`src/assert_macros.svh`:
```
// ---------------------------------------------------------------------------
// assert_macros.svh
// Concurrent assertion helpers for the rtl
// ---------------------------------------------------------------------------
`ifndef ASSERT_MACROS_SVH
`define ASSERT_MACROS_SVH

// same-cycle implication
`define ASSERT_IMPL(label, clk, rst_n, ante, cons, msg) \
	label: assert property (@(posedge clk) disable iff (!rst_n) (ante) |-> (cons)) \
		else $error(msg);

// next-cycle implication
`define ASSERT_NEXT(label, clk, rst_n, ante, cons, msg) \
	label: assert property (@(posedge clk) disable iff (!rst_n) (ante) |=> (cons)) \
		else $error(msg);

`endif

```
`src/cct_pkg.sv`:
```
// ---------------------------------------------------------------------------
// cct_pkg
// Types and constants of the convolutional code trellis stepper
// ---------------------------------------------------------------------------
package cct_pkg;

	localparam int MAX_STREAMS  = 2;
	localparam int MAX_OUTPUTS  = 4;
	localparam int MAX_DEGREE   = 8;
	localparam int SLOT         = MAX_DEGREE + 1;
	localparam int GEN_W        = MAX_STREAMS * SLOT;
	localparam int STREAM_CNT_W = 2;
	localparam int OUT_CNT_W    = 3;
	localparam int STATE_W      = 16;
	localparam int DEG_W        = $clog2(SLOT);
	localparam int STREAM_IDX_W = $clog2(MAX_STREAMS);
	localparam int OUT_IDX_W    = $clog2(MAX_OUTPUTS);
	localparam int CFG_IDX_W    = 3;
	localparam int CFG_DATA_W   = GEN_W;

	// register indexes of the configuration port
	localparam logic [CFG_IDX_W-1:0] REG_NUM_IN_STREAMS = 3'd0;
	localparam logic [CFG_IDX_W-1:0] REG_NUM_OUT_BITS   = 3'd1;
	localparam logic [CFG_IDX_W-1:0] REG_GEN_OUT0       = 3'd2;
	localparam logic [CFG_IDX_W-1:0] REG_GEN_OUT1       = 3'd3;
	localparam logic [CFG_IDX_W-1:0] REG_GEN_OUT2       = 3'd4;
	localparam logic [CFG_IDX_W-1:0] REG_GEN_OUT3       = 3'd5;

	// reset values
	localparam logic [STREAM_CNT_W-1:0] RST_NUM_IN_STREAMS = 2'd1;
	localparam logic [OUT_CNT_W-1:0]    RST_NUM_OUT_BITS   = 3'd2;
	localparam logic [GEN_W-1:0]        RST_GEN_OUT0       = 18'd7;
	localparam logic [GEN_W-1:0]        RST_GEN_OUT1       = 18'd5;

	typedef logic [MAX_STREAMS-1:0][MAX_DEGREE-1:0] sreg_t;

	typedef struct packed {
		logic [STREAM_CNT_W-1:0]           num_in_streams;
		logic [OUT_CNT_W-1:0]              num_out_bits;
		logic [MAX_OUTPUTS-1:0][GEN_W-1:0] gen;
	} cfg_t;

	typedef struct packed {
		logic [MAX_OUTPUTS-1:0] out_symbol;
		logic [STATE_W-1:0]     next_state_index;
		logic                   config_error;
	} result_t;

endpackage

```
`src/cct_step.sv`:
```
// ---------------------------------------------------------------------------
// cct_step
// One trellis step: output symbol, next stream registers and state index
// ---------------------------------------------------------------------------
module cct_step (
	input  cct_pkg::cfg_t                       cfg,
	input  logic [cct_pkg::MAX_STREAMS-1:0]     symbol,
	input  cct_pkg::sreg_t                      sreg,
	output cct_pkg::sreg_t                      sreg_next,
	output cct_pkg::result_t                    result,
	output logic                                single_stream
);

	logic [cct_pkg::STREAM_CNT_W-1:0]                         k_eff;
	logic [cct_pkg::OUT_CNT_W-1:0]                            n_eff;
	logic [cct_pkg::MAX_STREAMS-1:0]                          active;
	logic [cct_pkg::MAX_STREAMS-1:0][cct_pkg::SLOT-1:0]       poly_or;
	logic [cct_pkg::MAX_STREAMS-1:0][cct_pkg::DEG_W-1:0]      mem;
	logic [cct_pkg::MAX_STREAMS-1:0][cct_pkg::SLOT-1:0]       tx;
	logic [cct_pkg::MAX_STREAMS-1:0]                          in_bit;
	logic [cct_pkg::MAX_OUTPUTS-1:0]                          obit;
	logic [cct_pkg::MAX_OUTPUTS-1:0]                          osym;
	logic [cct_pkg::STATE_W-1:0]                              state;
	logic                                                     err;

	// clamp stream and output counts
	always_comb begin
		if (cfg.num_in_streams == '0)
			k_eff = cct_pkg::STREAM_CNT_W'(1);
		else if (cfg.num_in_streams > cct_pkg::STREAM_CNT_W'(cct_pkg::MAX_STREAMS))
			k_eff = cct_pkg::STREAM_CNT_W'(cct_pkg::MAX_STREAMS);
		else
			k_eff = cfg.num_in_streams;
		if (cfg.num_out_bits == '0)
			n_eff = cct_pkg::OUT_CNT_W'(1);
		else if (cfg.num_out_bits > cct_pkg::OUT_CNT_W'(cct_pkg::MAX_OUTPUTS))
			n_eff = cct_pkg::OUT_CNT_W'(cct_pkg::MAX_OUTPUTS);
		else
			n_eff = cfg.num_out_bits;
	end

	assign single_stream = (k_eff == cct_pkg::STREAM_CNT_W'(1));

	// memory depth per stream
	always_comb begin
		err = 1'b0;
		for (int j = 0; j < cct_pkg::MAX_STREAMS; j++) begin
			active[j]  = (cct_pkg::STREAM_CNT_W'(j) < k_eff);
			poly_or[j] = '0;
			for (int i = 0; i < cct_pkg::MAX_OUTPUTS; i++) begin
				if (cct_pkg::OUT_CNT_W'(i) < n_eff)
					poly_or[j] = poly_or[j] | cfg.gen[i][cct_pkg::SLOT*j +: cct_pkg::SLOT];
			end
			mem[j] = '0;
			for (int b = 0; b < cct_pkg::SLOT; b++) begin
				if (poly_or[j][b])
					mem[j] = cct_pkg::DEG_W'(b);
			end
			if (active[j] && poly_or[j] == '0)
				err = 1'b1;
		end
	end

	// transition words
	always_comb begin
		for (int j = 0; j < cct_pkg::MAX_STREAMS; j++) begin
			logic [cct_pkg::STREAM_CNT_W-1:0] pos;
			logic [cct_pkg::SLOT-1:0]         mask;
			pos       = k_eff - cct_pkg::STREAM_CNT_W'(j) - cct_pkg::STREAM_CNT_W'(1);
			in_bit[j] = active[j] & symbol[pos[cct_pkg::STREAM_IDX_W-1:0]];
			mask      = cct_pkg::SLOT'((1 << mem[j]) - 1);
			tx[j]     = (cct_pkg::SLOT'(in_bit[j]) << mem[j]) | ({1'b0, sreg[j]} & mask);
		end
	end

	// coded bits, output 0 most significant
	always_comb begin
		osym = '0;
		for (int i = 0; i < cct_pkg::MAX_OUTPUTS; i++) begin
			logic [cct_pkg::OUT_CNT_W-1:0] pos;
			obit[i] = 1'b0;
			for (int j = 0; j < cct_pkg::MAX_STREAMS; j++) begin
				if (active[j])
					obit[i] = obit[i] ^ (^(cfg.gen[i][cct_pkg::SLOT*j +: cct_pkg::SLOT] & tx[j]));
			end
			pos = n_eff - cct_pkg::OUT_CNT_W'(i) - cct_pkg::OUT_CNT_W'(1);
			if (cct_pkg::OUT_CNT_W'(i) < n_eff)
				osym[pos[cct_pkg::OUT_IDX_W-1:0]] = obit[i];
		end
	end

	// register update and mixed radix index
	always_comb begin
		state = '0;
		for (int j = 0; j < cct_pkg::MAX_STREAMS; j++) begin
			if (active[j] && !err) begin
				sreg_next[j] = tx[j][cct_pkg::SLOT-1:1];
				state        = (state << mem[j]) | cct_pkg::STATE_W'(sreg_next[j]);
			end else begin
				sreg_next[j] = sreg[j];
			end
		end
	end

	assign result.out_symbol       = err ? '0 : osym;
	assign result.next_state_index = err ? '0 : state;
	assign result.config_error     = err;

endmodule

```
`src/conv_code_trellis_step_core.sv`:
```
// ---------------------------------------------------------------------------
// conv_code_trellis_step_core
// Binary (n,k) conv. code trellis stepper, one symbol per unstalled cycle
// ---------------------------------------------------------------------------
// Usage:
//  - input channel in_valid / in_stall carries in_symbol, k bits per request
//  - output channel out_valid / out_stall carries out_symbol,
//    next_state_index and config_error, one result per input request
//  - configuration is written through cfg_wr_en / cfg_index / cfg_wdata;
//    the user must write it only while the block is idle, which the block
//    does not enforce; registers take effect on the next request
//  - a request is held in the input register, the step logic runs between
//    it and the result register, which loads the result when not stalled
//  - throughput is one request per cycle while the output is not stalled,
//    set by the single xor and shift step feeding the result register
//  - when the receiver stalls, the result holds and one more request is
//    taken into the input register before in_stall rises
//  - reset clears both stream registers and loads the default code
//    (k = 1, n = 2, polynomials 7 and 5)
//  - an all-zero active stream gives config_error with zero outputs and
//    leaves the stream registers unchanged
// ---------------------------------------------------------------------------
`include "assert_macros.svh"

module conv_code_trellis_step_core (
	input  logic                                clk,
	input  logic                                arst_n,

	input  logic                                cfg_wr_en,
	input  logic [cct_pkg::CFG_IDX_W-1:0]       cfg_index,
	input  logic [cct_pkg::CFG_DATA_W-1:0]      cfg_wdata,

	input  logic                                in_valid,
	output logic                                in_stall,
	input  logic [cct_pkg::MAX_STREAMS-1:0]     in_symbol,

	output logic                                out_valid,
	input  logic                                out_stall,
	output logic [cct_pkg::MAX_OUTPUTS-1:0]     out_symbol,
	output logic [cct_pkg::STATE_W-1:0]         next_state_index,
	output logic                                config_error
);

	cct_pkg::cfg_t                        cfg_q;
	cct_pkg::sreg_t                       sreg_q;
	cct_pkg::sreg_t                       sreg_next;
	cct_pkg::result_t                     result;
	cct_pkg::result_t                     result_q;
	logic                                 single_stream;
	logic                                 valid_s1;
	logic [cct_pkg::MAX_STREAMS-1:0]      symbol_s1;
	logic                                 out_valid_q;
	logic                                 advance;

	assign advance  = !out_valid_q || !out_stall;
	assign in_stall = valid_s1 && !advance;

	// configuration registers
	always_ff @(posedge clk or negedge arst_n) begin
		if (!arst_n) begin
			cfg_q.num_in_streams <= cct_pkg::RST_NUM_IN_STREAMS;
			cfg_q.num_out_bits   <= cct_pkg::RST_NUM_OUT_BITS;
			cfg_q.gen[0]         <= cct_pkg::RST_GEN_OUT0;
			cfg_q.gen[1]         <= cct_pkg::RST_GEN_OUT1;
			cfg_q.gen[2]         <= '0;
			cfg_q.gen[3]         <= '0;
		end else if (cfg_wr_en) begin
			case (cfg_index)
				cct_pkg::REG_NUM_IN_STREAMS: begin
					cfg_q.num_in_streams <= cfg_wdata[cct_pkg::STREAM_CNT_W-1:0];
				end
				cct_pkg::REG_NUM_OUT_BITS: begin
					cfg_q.num_out_bits <= cfg_wdata[cct_pkg::OUT_CNT_W-1:0];
				end
				cct_pkg::REG_GEN_OUT0: begin
					cfg_q.gen[0] <= cfg_wdata;
				end
				cct_pkg::REG_GEN_OUT1: begin
					cfg_q.gen[1] <= cfg_wdata;
				end
				cct_pkg::REG_GEN_OUT2: begin
					cfg_q.gen[2] <= cfg_wdata;
				end
				cct_pkg::REG_GEN_OUT3: begin
					cfg_q.gen[3] <= cfg_wdata;
				end
				default: begin
				end
			endcase
		end
	end

	// input register
	always_ff @(posedge clk or negedge arst_n) begin
		if (!arst_n) begin
			valid_s1 <= 1'b0;
		end else if (!in_stall) begin
			valid_s1 <= in_valid;
		end
	end

	always_ff @(posedge clk) begin
		if (in_valid && !in_stall)
			symbol_s1 <= in_symbol;
	end

	cct_step u_step (
		.cfg           (cfg_q),
		.symbol        (symbol_s1),
		.sreg          (sreg_q),
		.sreg_next     (sreg_next),
		.result        (result),
		.single_stream (single_stream)
	);

	// stream registers and result valid
	always_ff @(posedge clk or negedge arst_n) begin
		if (!arst_n) begin
			sreg_q      <= '0;
			out_valid_q <= 1'b0;
		end else if (advance) begin
			out_valid_q <= valid_s1;
			if (valid_s1)
				sreg_q <= sreg_next;
		end
	end

	always_ff @(posedge clk) begin
		if (advance && valid_s1)
			result_q <= result;
	end

	assign out_valid        = out_valid_q;
	assign out_symbol       = result_q.out_symbol;
	assign next_state_index = result_q.next_state_index;
	assign config_error     = result_q.config_error;

	`ASSERT_IMPL(a_err_zero_out, clk, arst_n, out_valid && config_error,
		out_symbol == '0 && next_state_index == '0, "error result carries data")
	`ASSERT_NEXT(a_err_holds_state, clk, arst_n, advance && valid_s1 && result.config_error,
		$stable(sreg_q), "stream registers moved on an error request")
	`ASSERT_IMPL(a_one_stream_index, clk, arst_n, out_valid && single_stream,
		next_state_index[cct_pkg::STATE_W-1:cct_pkg::MAX_DEGREE] == '0,
		"state index wider than one stream")
	`ASSERT_NEXT(a_stalled_request_held, clk, arst_n, valid_s1 && !advance,
		valid_s1 && $stable(symbol_s1), "request lost in input register")

endmodule

```
`config.mk`:
```
export PLATFORM = sky130hd
export DESIGN_NAME = conv_code_trellis_step_core
export DESIGN_NICKNAME = d
export VERILOG_FILES = /design/src/cct_pkg.sv /design/src/cct_step.sv /design/src/conv_code_trellis_step_core.sv
export VERILOG_INCLUDE_DIRS = /design/src /design/src/src
export SDC_FILE = /design/constraint.sdc
export NUM_CORES = 1
export LEC_CHECK = 0
export BUFFER_PORTS_ARGS = -buffer_cell sky130_fd_sc_hd__buf_4
export CORE_UTILIZATION = 40
export DETAILED_ROUTE_END_ITERATION = 8
export GPL_ROUTABILITY_DRIVEN = 0
export MAX_ROUTING_LAYER = met4
export PLACE_DENSITY_LB_ADDON = 0.05
export SYNTH_ARGS = -nofsm -noshare
export SYNTH_HDL_FRONTEND = slang
export SYNTH_SLANG_ARGS = --single-unit
```
`constraint.sdc`:
```
create_clock -name clk -period 7.6 [get_ports clk]
set_input_delay 0.76 -clock clk [delete_from_list [all_inputs] [get_ports clk]]
set_output_delay 0.76 -clock clk [all_outputs]
set_load 0.05 [all_outputs]
```
# After elaboration in Yosys (flattened, before gate mapping)
# Cells that the tools add are included.
[word_totals]
reg_bits = 118
wordCells = 177
[classes]
add_sub_neg = 10
magnitude_cmp = 18
eq_ne = 5
shift = 6
mux = 59
bitwise = 27
reduce_logical = 38
[op_table]
columns = ["cell", "count"]
rows = [
  ["AND 9 bit", 8],
  ["two-way mux 9 bit", 8],
  ["OR 9 bit", 8],
  ["parity 9 bit", 8],
  ["two-way mux 16 bit", 2],
  ["OR 16 x 8 -> 16 bit", 2],
  ["two-way mux 3 bit", 10],
  ["two-way mux 4 bit", 6],
  ["two-way mux 1 bit", 20],
  ["AND 8 x 9 -> 9 bit", 2],
  ["logical NOT 9 bit", 2],
  ["<< shifter 1 x 4 -> 9 bit", 2],
  ["<< shifter 1 x 4 -> 9 bit, first input constant", 2],
  ["subtractor 9 x 2 -> 9 bit, second input constant", 2],
  ["<< shifter 1 x 4 -> 16 bit, first input constant", 1],
  ["<< shifter 16 x 4 -> 16 bit", 1],
  ["bitwise mux 4 bit", 3],
  ["< comparator 2 x 3 -> 1 bit, second input constant", 4],
  ["two-way mux 2 bit", 6],
  ["AND reduction 2 bit", 6],
  ["logical AND 1 bit", 11],
  ["demux 1 bit (select 2 bit)", 4],
  [">= comparator 2 x 1 -> 1 bit, second input constant", 4],
  ["subtractor 2 x 1 -> 2 bit, second input constant", 4],
  ["19 further kinds", 37],
]

# Longest topological paths before layout
[depth]
ltp_word = 36
depth_mapped = 22
depth_no_buf = 18

# Modules after synthesis
# From an unflattened synthesis, not the netlist that was laid out.
[hier_totals]
cells_unflattened = 757
area_unflattened_um2 = 7900.1
[modules_own_cells]
columns = ["mod", "n_inst", "cells_each", "area_per_inst_um2", "seq_area_each_um2"]
rows = [
  ["conv_code_trellis_step_core", 1, 230, 4315.4, 3076.7],
  ["cct_step", 1, 527, 3584.7, 0.0],
]

# Least setup slack after synthesis
# OpenSTA, ideal clock, no wires.
[synth_timing]
path_kind = "reg2reg"
startpoint = "register cfg_q[73] in the netlist's numbering"
endpoint = "register result_q, in the netlist out_symbol[0] (data pin)"
setup_ns = 0.190
arrival_time_ns = 4.502
required_time_ns = 7.410
slack_ns = 2.908
path_stages_with_launch = 22
synth_period_minus_slack_ns = 4.692
path_cell_list = "dfstp_2 > buf_6 > or2_1 > buf_6 > buf_6 > a221oi_1 > a211oi_2 > o21ai_2 > clkbuf_1 > nand2_1 > ha_1 > inv_1 > clkbuf_1 > nand3_1 > a2111oi_1 > a41oi_1 > xnor3_1 > xnor3_1 > nor2_1 > xor2_2 > o2bb2ai_2 > a2111oi_2"
[synth_between]
elab_chain_cells = 36
elab_cells_between_ends = 116
[synth_lines]
columns = ["item", "line", "rtl"]
rows = [
  ["start, declared", "conv_code_trellis_step_core.sv:44", "cct_pkg::cfg_t cfg_q;"],
  ["> comparator 3 bit", "cct_step.sv:36", "else if (cfg.num_out_bits > cct_pkg::OUT_CNT_W'(cct_pkg::MAX_OUTPUTS))"],
  ["two-way mux 3 bit", "cct_step.sv:36", ""],
  ["two-way mux 3 bit *", "cct_step.sv:34", "if (cfg.num_out_bits == '0)"],
  ["< comparator 1 x 3 -> 1 bit", "cct_step.sv:51, cct_step.sv:87", ""],
  ["two-way mux 9 bit", "cct_step.sv:51", "if (cct_pkg::OUT_CNT_W'(i) < n_eff)"],
  ["OR 9 bit", "cct_step.sv:52", "poly_or[j] = poly_or[j] | cfg.gen[i][cct_pkg::SLOT*j +: cct_pkg::SLOT];"],
  ["two-way mux 9 bit", "cct_step.sv:51", ""],
  ["OR 9 bit", "cct_step.sv:52", ""],
  ["[20 not listed]", "-", ""],
  ["AND 4 bit (no line)", "-", ""],
  ["two-way mux 4 bit", "cct_step.sv:87", "if (cct_pkg::OUT_CNT_W'(i) < n_eff)"],
  ["bitwise mux 4 bit", "cct_step.sv:88", "osym[pos[cct_pkg::OUT_IDX_W-1:0]] = obit[i];"],
  ["two-way mux 4 bit", "cct_step.sv:87", ""],
  ["bitwise mux 4 bit", "cct_step.sv:88", ""],
  ["two-way mux 4 bit", "cct_step.sv:87", ""],
  ["bitwise mux 4 bit", "cct_step.sv:88", ""],
  ["two-way mux 4 bit", "cct_step.sv:87", ""],
  ["end signal, assigned", "conv_code_trellis_step_core.sv:130", "result_q <= result;"],
  ["end, declared", "conv_code_trellis_step_core.sv:48", "cct_pkg::result_t result_q;"],
]
# Every way passes the cells marked *; elsewhere a longest branch is shown, timed or not.
# A chain may end at the register's enable or synchronous reset.

# Worst setup path after layout
[layout_timing]
startpoint = "register cfg_q[74] in the netlist's numbering"
endpoint = "register result_q, in the netlist out_symbol[0] (data pin)"
# Same word-level chain as after synthesis.

==> reports/results.tsv <==
metric	value	unit
reg2regPathDepth	19	
min_period_over_period	81.0	%
nets	816	
grt_overflow_total	0	
synth_compound_area_share	18.4	%
synth_most_common_cell	nand2_1	
max-slew-margin-rel	24.2	%
cp_slowest_cell	o311ai_1	
synthTopCellsByArea	dfrtp_1 30%, mux2_2 12%, edfxtp_1 9.3%	
drtAntennaViolNets	0	
setup-tns-final	0	ns
final-hold-violation-count	0	
synth_edf_count	23	
clkTransAtPathRegs	0.06	ns
yosys_warnings	0	
cts_repair_resize_count	0	
yosysTopAreaCell	dfrtp_1	
cts_sinks	117	
synth-main-ff-cell	dfrtp_1	
max_stage_delay	0.63	ns
cp-start-kind	flop	
start_util	41.1	%
synth_top_family_by_area	compound AO/OA/AOI/OAI gates	
drt_first_iter_violations	778	
area_growth	15.6	%
crit_path_end_kind	flop	
pre_cts_ws	1.62	ns
dp.cells	996	
finalClockSkew	0.0103	ns
die-area	19100	um^2
clk_latency	0.42	ns
die_h	138	um
yosys.area_share.adder	0.337	%
grt_pass1_vias	6088	
period_minus_slack	6.15	ns
path_max_fanout	21	
coreArea	18100	um^2
drive_gt1_share	24.9	%
wl_per_cell	21.9	um
drv_cap	0	
drc_errors	6	
r2r_setup_slack	1.45	ns
synth.net_count	774	
violations	design-rule violations	
crit_chain	buf_4 > or2_1 > a221oi_1 > o311ai_1 > o21ai_2 > nand2_1 > ha_1 > inv_1 > o221ai_1 > a211oi_1 > o21ai_0 > o211ai_1 > nand2_1 > xnor3_1 > xnor3_1 > nor2_1 > xor2_2 > o2bb2ai_2 > a2111oi_2	
ys_ff_latch	117	
ys_types	82	
pin_count	51	
synthMuxAreaShare	12.6	%
critical_path_arrival	6.38	ns
dp_hpwl	16500	um
post_cts_buffers	0	
netlist_instances	744	
routed_wl	22500	um
crit_required	7.83	ns
vias	6286	
n_antenna_cell	0	
ctsHoldBuffers	0	
clockBufferDepth	2	
timing.rr.start	cfg_q[74]$_DFFE_PN0P_	
max_freq	163	MHz
worstMarginPinSlew	1.13	ns
clock-root-buffer	clkbuf_16	
synth_top_area_share	29.6	%
power_leakage	3.57	nW
ff_latch_area	3050	um^2
portBuffers	50	
post_layout_nonfiller_instances	1028	
yosys.area_share.xor_xnor	9.16	%
ir_worst_vdd	199	uV
antenna_found_initial	0	
fin_util	47.5	%
rsz0062_at_grt	no	
ys_async_sr_fraction	80.3	%
rows	49	
synth-simple-area-share	15.3	%
netlist_area	7430	um^2
synth_common_cells	107 x nand2_1, 88 x dfrtp_1, 77 x mux2_2, 55 x nor2_1, 36 x o21ai_0	
fill_cells	1690	
cts_tree	yes	
grt_usage	25.2	%
drtPass1Iterations	9	
grt_max_degree	58	
crit_type	reg -> reg	
h-tree-depth	4	
status	complete, but fails checks	
holdCritPathClass	in -> async	
power_density	410	nW/um^2
viasPerCell	6.11	
synth_seq_area_share	41.1	%
drv_slew	0	
numCtsBuffers	17	
die_w	138	um
setup_viol	0	
syn_area_per_cell	9.99	um^2
timing.final.ws_setup	1.45	ns
grt_pass1_wl	35800	um
multi_input_comb_area	4160	um^2
r2r_end	out_symbol[0]$_SDFFCE_PP0P_	
[layer usage]
layer,share of wire [%],global-route usage (%),vias to the layer above
li1,-,-,2833
met1,48,35.7,3116
met2,44,36.7,310
met3,6.3,3.78,27
met4,1.6,8.28,0
met5,0,-,-
[final cells by class]
class | count | share of cell area [%]
inverters | 15 | 0.655
clock inverters | 14 | 1.75
well taps | 229 | 3.34
flip-flops and latches | 117 | 35.5
clock buffers | 18 | 5.11
multi-input cells | 575 | 48.4
repair buffers | 60 | 5.24
[power breakdown]
| group | switching [W] | internal [W] |
|---|---|---|
| Sequential | 0.000182 | 0.000835 |
| Combinational | 0.000953 | 0.000735 |
| Clock | 0.000321 | 0.000494 |
[worst max-delay path by stage]
stage                                startpoint                           to  slack (ns)  depth (start not counted)
after detailed placement  cfg_q[74]$_DFFE_PN0P_  out_symbol[0]$_SDFFCE_PP0P_        1.62                         19
after CTS                 cfg_q[74]$_DFFE_PN0P_  out_symbol[0]$_SDFFCE_PP0P_        1.61                         19
after global placement    cfg_q[74]$_DFFE_PN0P_  out_symbol[0]$_SDFFCE_PP0P_        1.85                         19
after global routing      cfg_q[74]$_DFFE_PN0P_  out_symbol[0]$_SDFFCE_PP0P_        1.10                         19
after floorplan           cfg_q[73]$_DFFE_PN1P_  out_symbol[0]$_SDFFCE_PP0P_        2.91                         21
final                     cfg_q[74]$_DFFE_PN0P_  out_symbol[0]$_SDFFCE_PP0P_        1.45                         19
[cells in the final DEF, fill, tap and decap left out, types with 5 or more instances in the layout]
cell,n
a31oi_1,12
mux2i_1,7
and2_1,12
nand3_1,20
nand2_1,107
o2111ai_1,5
xor2_1,13
a22oi_1,7
o21bai_1,5
a21o_1,12
nor2_1,54
nand4_1,7
a221oi_1,5
o211ai_1,11
nor3_1,11
buf_4,60
dfrtp_1,88
and3_1,8
mux2_2,77
a21oi_1,27
nand2b_1,6
xnor2_1,24
inv_1,15
xnor3_1,13
dfstp_2,6
clkbuf_16,17
a211oi_1,6
o21ai_0,36
edfxtp_1,23
[cell families (layout without fill, tap and decap cells)]
logic type / after synthesis / in the layout
and+or+nand+nor: 248 / 248
adders and majority gates: 2 / 2
DFF: 117 / 117
buffers and inverters: 52 / 107
muxes: 84 / 84
AOI/OAI and AO/OA: 188 / 188
xor gates and xnor gates: 53 / 53
[stage by stage]
stage | instance area [um^2] | hold WS [ns] | power (W)
2_1_floorplan | 7430 | 0.449 | 0.00223
3_5_place_dp | 8000 | 0.471 | 0.00268
6_report | 8590 | 0.317 | 0.00352
4_1_cts | 8590 | 0.333 | 0.00351
5_1_grt | 8590 | 0.349 | 0.00370
3_3_place_gp | 8000 | 0.474 | 0.00267
[state kept, by name, indices dropped and copies added (netlist names)]
name	flops
symbol_s1	2
out_symbol	4
valid_s1	1
out_valid	1
config_error	1
next_state_index	16
cfg_q	76
sreg_q	16
[critical path: cells and delay by family, from the launching register on]
kind                     cells  cell delay, ns
AO/OA/AOI/OAI                9            2.29
XOR/XNOR                     3            1.01
adder cells (fa/ha/maj)      1            0.41
buffers and inverters        2            0.64
flip-flops                   1            0.60
AND/OR/NAND/NOR              4            1.02
Note: power is estimated with default switching activity, not from simulation.
